`src/rtl/mrd_pkg.sv`:
```
// Shared types, constants and the divider step for the mixed-radix digit core.
// No dependencies.
package mrd_pkg;

	localparam int DIGITS         = 4;
	localparam int RADIX_REGS     = 3;
	localparam int VALUE_W        = 32;
	localparam int RADIX_W        = 16;
	localparam int COUNT_W        = 3;
	localparam int STEP_BITS      = 8;
	localparam int STAGES_PER_DIV = VALUE_W / STEP_BITS;
	localparam int DIV_STAGES     = RADIX_REGS * STAGES_PER_DIV;
	localparam int ADDR_W         = 4;

	// register indexes
	localparam logic [1:0] REG_RADIX_0     = 2'd0;
	localparam logic [1:0] REG_RADIX_1     = 2'd1;
	localparam logic [1:0] REG_RADIX_2     = 2'd2;
	localparam logic [1:0] REG_DIGIT_COUNT = 2'd3;

	// long division working pair: partial remainder and shifting numerator/quotient
	typedef struct packed {
		logic [RADIX_W-1:0] rem;
		logic [VALUE_W-1:0] num;
	} work_t;

	// quotients and remainders already settled, carried alongside the division
	typedef struct packed {
		logic [VALUE_W-1:0] v;
		logic [VALUE_W-1:0] q1;
		logic [VALUE_W-1:0] q2;
		logic [RADIX_W-1:0] r0;
		logic [RADIX_W-1:0] r1;
	} side_t;

	// STEP_BITS restoring division steps
	function automatic work_t div_steps(input work_t w, input logic [RADIX_W-1:0] d);
		work_t            r;
		logic [RADIX_W:0] t;
		r = w;
		for (int i = 0; i < STEP_BITS; i++) begin
			t     = {r.rem, r.num[VALUE_W-1]};
			r.num = {r.num[VALUE_W-2:0], 1'b0};
			if (t >= {1'b0, d}) begin
				t        = t - {1'b0, d};
				r.num[0] = 1'b1;
			end
			r.rem = t[RADIX_W-1:0];
		end
		return r;
	endfunction

endpackage

```
`src/rtl/mrd_div_stage.sv`:
```
// One registered slice of the divider pipeline: STEP_BITS quotient bits.
// Depends on mrd_pkg.
module mrd_div_stage (
	input  logic                        clk,
	input  logic                        arst_n,
	input  logic                        adv,
	input  logic                        vin,
	input  mrd_pkg::side_t              side_in,
	input  mrd_pkg::work_t              work_in,
	input  logic [mrd_pkg::RADIX_W-1:0] divisor,
	output logic                        vout,
	output mrd_pkg::side_t              side_out,
	output mrd_pkg::work_t              work_out
);

	logic           valid_s1;
	mrd_pkg::side_t side_s1;
	mrd_pkg::work_t work_s1;

	always_ff @(posedge clk or negedge arst_n) begin
		if (!arst_n) begin
			valid_s1 <= 1'b0;
		end else if (adv) begin
			valid_s1 <= vin;
		end
	end

	always_ff @(posedge clk) begin
		if (adv) begin
			side_s1 <= side_in;
			work_s1 <= mrd_pkg::div_steps(work_in, divisor);
		end
	end

	assign vout     = valid_s1;
	assign side_out = side_s1;
	assign work_out = work_s1;

endmodule

```
`config.mk`:
```
export PLATFORM = sky130hd
export DESIGN_NAME = mrd_div_stage
export DESIGN_NICKNAME = d
export VERILOG_FILES = /design/src/rtl/mrd_pkg.sv /design/src/rtl/mrd_div_stage.sv
export SDC_FILE = /design/constraint.sdc
export NUM_CORES = 1
export LEC_CHECK = 0
export BUFFER_PORTS_ARGS = -buffer_cell sky130_fd_sc_hd__buf_4
export CELL_PAD_IN_SITES_DETAIL_PLACEMENT = 0
export CELL_PAD_IN_SITES_GLOBAL_PLACEMENT = 1
export CORE_MARGIN = 5
export CORE_UTILIZATION = 37
export CTS_BUF_LIST = sky130_fd_sc_hd__clkbuf_8
export DETAILED_ROUTE_END_ITERATION = 8
export PLACE_DENSITY = 0.85
export SLEW_MARGIN = 40
export SYNTH_ARGS = -nofsm -noshare
export SYNTH_HDL_FRONTEND = slang
export SYNTH_SLANG_ARGS = --single-unit
```
`constraint.sdc`:
```
create_clock -name clk -period 0.85 [get_ports clk]
set_clock_uncertainty 0.2 [all_clocks]
set_input_delay 0.1275 -clock clk [delete_from_list [all_inputs] [get_ports clk]]
set_output_delay 0.1275 -clock clk [all_outputs]
set_load 0.01 [all_outputs]
```
==> qor.yml, run 1 <==
run_status:
  status: "finished, violations left"
  violations: "negative hold slack, negative setup slack"
setup_path:
  start_kind: "primary input"
  setup.worst_path.end_class: "register"
  path_max_fanout: 8
  crit_type: "in2reg"
  r2r_start: "vout"
  path_depth: 102
  crit_buf_inv: 14
  critPathCapture: "work_out[45]"
  ff2ff_setup_slack_ns: -0.13
  arrival_ns: 19.55
  cp-startpoint: "work_in[31]"
  slowest_stage: "or3_4"
  rr_worst_depth: 1
  crit_required_ns: 0.88
  r2r_end: "vout"
  cp_top_family: "compound AO/OA/AOI/OAI gates"
  crit_path_max_incr_delay_ns: 0.40
global_routing:
  grt_start_max_net_pins: 32
  grt_pass1_wl_mm: 102.7
  overflow: 0
  first_global_vias: 16782
  grt_usage: 0.3477
  antenna_found_initial: 4
floorplan:
  dieArea_um2: 38690
  start_util: 0.3742
  core_um2: 34460
  die_w_um: 196.7
  io_pins: 373
  die_h_um: 196.7
  placementRows: 68
flow_run:
  cap_violations: 0
clock_network:
  insertion_delay_ns: 0.48
  htreeDepth: 4
  postCtsHoldBufs: 154
  cts_root_buf: "clkbuf_8"
  path_clk_slew_ns: 0.10
  cts_made_buffers: 17
  cts_tree: "built"
  cts_sinks: 177
  clockBufferDepth: 2
drt:
  ant_nets: 0
  avgRoutedWirePerCell_um: 26.62
  drtIter0Drc: 1801
  drtPass1Iterations: 8
  routed_wl_mm: 76.98
  via_count: 16717
  via_per_inst: 5.780
  drc: 0
synthesis:
  async_reset_ff_frac: 0.005650
  syn_area_um2: 12890
  syn_avg_cell_area_um2: 10.29
  seq_area_frac_synth: 0.4118
  synth_cell_types: 78
  synth_flop_cell: "edfxtp_1"
  ys_warn_count: 0
  synth_nets: 1585
  yosys-top-cells-area: "edfxtp_1 41%, ha_1 12%, xnor2_1 3.7%"
  synth_commonest_cells: "176 x edfxtp_1, 128 x ha_1, 88 x inv_1"
  yosysTopAreaCell: "edfxtp_1"
  synthCells: 1253
  ys_ff_latch: 177
  synth_most_common_cell: "edfxtp_1"
  synth_top_area_share: 0.4099
  synth-edff-count: 176
sta:
  worst_pin_slew_ns: 1.174
  rsz0062_at_grt: "true"
  hold_violations: 142
  maxSlewViolCount: 0
  fin_crit_ns: 19.52
  finalSetupViolations: 203
  slew_headroom: 0.2115
  fin_ws_ns: -18.67
  whs_ns: -0.3082
  max_freq_mhz: 51.22
  finalCritPeriodShare: 22.97
placement:
  gp_congestion: 0.9326
  io_buffer_count: 372
  post-dp-hpwl_mm: 45.15
final_layout:
  area_growth_pct: 98.97
  multi_input_area_um2: 8855
  regArea_um2: 5310
  fin_util: 0.7446
  drive_above_1_share: 0.5369
  nets: 2755
  fillers: 2029
min_path:
  hold_start: "vin"
  min_path_type: "in2reg"
-- what timing repair did --
item / in CTS / in global routing
gates cloned: 4 / 2
gates resized for setup: 295 / 175
setup buffers: 125 / 39
setup endpoints to repair: 202 / 202
endpoints found under the hold margin: 332 / 179
pin swaps: 78 / 84
-- layer usage --
metal | global-route usage | part of all wire | routed length (um)
met5 | 0 | 0.00044 | 34
met4 | 0.2219 | 0.097 | 7447
met3 | 0.08034 | 0.11 | 8111
met2 | 0.5937 | 0.46 | 35480
met1 | 0.3922 | 0.34 | 25910
-- placed cells by master (no fill, tap or decap), drive strengths merged, types with 9 or more instances in the layout --
master	netlist	routed
buf	8	1013
edfxtp	176	176
dlygate4sd3	0	154
ha	128	128
inv	92	96
nor2	86	86
o21ai	85	85
nand2	83	83
a21oi	82	82
xnor2	54	54
a21o	43	43
xor2	36	36
nand3	30	30
mux2i	28	28
nor3	25	25
nand2b	22	22
mux2	21	21
nor2b	20	20
clkbuf	10	19
o221ai	18	18
nand4	17	17
o21a	17	17
o21bai	12	12
a21boi	12	12
or2	11	11
or3	11	11
clkinv	1	9
-- metrics by stage --
step	setup TNS, ns	area (um^2)	instances	setup WS (ns)	hold WS, ns
CTS	-445.95	24440	2853	-17.75	-0.3309
detailed placement	-429.96	20200	2540	-19.36	-0.2846
global placement	-416.61	20200	2540	-18.65	-0.2833
finish	-466.52	25660	2892	-18.67	-0.3082
global route	-486.57	25660	2892	-19.23	-0.3412
floorplan	-383.60	13360	1253	-19.21	-0.3681
-- sequential cells by signal (all words and copies together), names as in the netlist --
| name | flops |
|---|---|
| side_out | 128 |
| work_out | 48 |
| vout | 1 |
-- worst min path at each step --
stage / to / slack [ns] / cells past startpoint
final: vout / -0.31 / 2
after global routing: vout / -0.34 / 2
after floorplan: vout / -0.37 / 0
after detailed placement: vout / -0.28 / 1
after global placement: vout / -0.28 / 1
after CTS: vout / -0.33 / 2
-- cell type report --
type / count / area share
antenna: 1 / 0.00009753
inverter: 93 / 0.01463
multi-input combinational: 965 / 0.3451
tap: 455 / 0.02219
clock inverter: 15 / 0.006437
clock buffer: 17 / 0.009119
timing repair buffer: 1169 / 0.3954
sequential: 177 / 0.2070
-- cell families (layout without fill, tap and decap cells) --
kind of cell | after synthesis | count (layout) | share of synthesized area
fa+ha+maj | 136 | 136 | 0.1366
other cells | 0 | 1 | 0
simple gates | 335 | 335 | 0.1285
compound gates | 355 | 355 | 0.1858
xor+xnor | 90 | 90 | 0.06113
buf+inv | 111 | 1294 | 0.03386
mux | 49 | 49 | 0.04231
flops | 177 | 177 | 0.4118
Power of run 1 is left out: the tool's default activity adds up to more than one toggle a clock period on the data nets, which glitch-free logic cannot reach.
==> inputs of run 2 (changes only) <==
- PLACE_DENSITY: 0.85 -> 0.78
==> run 2 against run 1 <==
The run still ends with negative hold slack, negative setup slack left. Cell area shrank 1.5%. Critical endpoint is now work_out[40]. Global-route usage down 2.2 points. Critical path type unchanged. Routed wire length fell by 7.8%. Setup slack improved by 0.12 ns. First-iteration DRC count down 24%. Largest cell class unchanged. Critical path depth up 15. Sequential cell count stayed put. Die area unchanged. Sequential share of layout area grew 0.32 points. Fmax increased by 0.60%. Register-to-register slack lost 0.28 ns. Core utilization shrank 1.1 points.
==> qor.yml, run 2 (synthesis gave the netlist of run 1 again) <==
global_routing:
  antenna_found_initial: 6
  grt_pass1_wl_mm: 96.76
  grt_usage: 0.3261
  grt_start_max_net_pins: 37
  first_global_vias: 15882
  overflow: 0
floorplan:
  die_h_um: 196.7
  core_um2: 34460
  dieArea_um2: 38690
  start_util: 0.3742
  placementRows: 68
  io_pins: 373
  die_w_um: 196.7
sta:
  finalSetupViolations: 202
  finalCritPeriodShare: 22.83
  fin_crit_ns: 19.41
  rsz0062_at_grt: "true"
  max_freq_mhz: 51.53
  maxSlewViolCount: 0
  hold_violations: 111
  fin_ws_ns: -18.56
  whs_ns: -0.2352
  worst_pin_slew_ns: 0.6553
  slew_headroom: 0.5563
drt:
  wl_met3_mm: 5.839
  wl_met1_mm: 25.83
  routed_wl_mm: 71.01
  drtIter0Drc: 1373
  ant_nets: 0
  drc: 0
  drtPass1Iterations: 5
  dr_wl_met2_mm: 34.17
  routed.top_layer: "met5"
  via_count: 15979
  avgRoutedWirePerCell_um: 24.62
  via_per_inst: 5.541
setup_path:
  crit_required_ns: 0.89
  slowest_stage: "or4_1"
  start_kind: "primary input"
  crit_type: "in2reg"
  crit_path_max_incr_delay_ns: 0.47
  path_max_fanout: 8
  cp_top_family: "buffers and inverters"
  setup.worst_path.end_class: "register"
  critPathMostFrequentCell: "buf_4"
  crit_buf_inv: 57
  arrival_ns: 19.44
placement:
  io_buffer_count: 372
  post-dp-hpwl_mm: 45.10
  gp_congestion: 0.9528
run_status:
  violations: "negative hold slack, negative setup slack"
  status: "finished, violations left"
final_layout:
  largest_register_ffs: 128
  area_growth_pct: 95.92
  nets: 2742
  fin_util: 0.7332
  drive_above_1_share: 0.5213
  fillers: 2173
  final_cell_mix: "784 x buf_4, 201 x buf_6, 176 x edfxtp_1, 155 x dlygate4sd3_1, 91 x ha_1"
  final_common_cell: "buf_4"
min_path:
  min_path_type: "in2reg"
flow_run:
  cap_violations: 0
clock_network:
  path_clk_slew_ns: 0.13
  htreeDepth: 4
  cts_tree: "built"
  insertion_delay_ns: 0.50
  cts_made_buffers: 17
  cts_root_buf: "clkbuf_8"
  clockBufferDepth: 2
  cts_sinks: 177
## run 2: layout make-up
| cell class | count | area (um^2) | share of cell area |
|---|---|---|---|
| Antenna cell | 6 | 15.01 | 0.0005943 |
| Clock buffer | 17 | 234.0 | 0.009262 |
| Clock inverter | 15 | 191.4 | 0.007578 |
| Inverter | 93 | 375.4 | 0.01486 |
| Multi-Input combinational cell | 965 | 8522 | 0.3373 |
| Sequential cell | 177 | 5310 | 0.2102 |
| Tap cell | 455 | 569.3 | 0.02253 |
| Timing Repair Buffer | 1156 | 10050 | 0.3977 |
## run 2: final timing paths
path	startpoint	endpoint	slack, ns	cells after the start
max in group asynchronous	arst_n	vout	0.04	3
min in group asynchronous	arst_n	vout	0.30	3
max	work_in[31]	work_out[40]	-18.56	117
min	adv	side_out[72]	-0.24	1
min reg2reg	vout	vout	0.61	3
max reg2reg	vout	vout	-0.41	3
## run 2: routing by layer
layer / GRT usage / vias to the layer above
met1: 0.3856 / 7652
met5: 0 / -
met4: 0.1695 / 4
met3: 0.05795 / 286
met2: 0.5679 / 993
li1: - / 7044
## run 2: timing repair
action	in CTS	in global routing
endpoints found under the setup margin	202	202
cloned	5	0
gates resized for setup	313	105
endpoints found under the hold margin	332	178
pin swaps	86	61
hold buffers	154	1
setup buffers	126	31
## run 2: per-stage QoR
stage	instance area, um^2	setup TNS [ns]	hold WS (ns)	instances	worst slack, ns
2_1_floorplan	13360	-383.60	-0.3681	1253	-19.21
3_3_place_gp	20170	-415.39	-0.2966	2532	-18.72
3_5_place_dp	20170	-426.68	-0.2954	2532	-19.24
4_1_cts	24560	-447.27	-0.3349	2849	-17.77
5_1_grt	25260	-484.13	-0.2573	2881	-19.29
6_report	25260	-463.79	-0.2352	2884	-18.56
Power of run 2 is left out for the same reason.
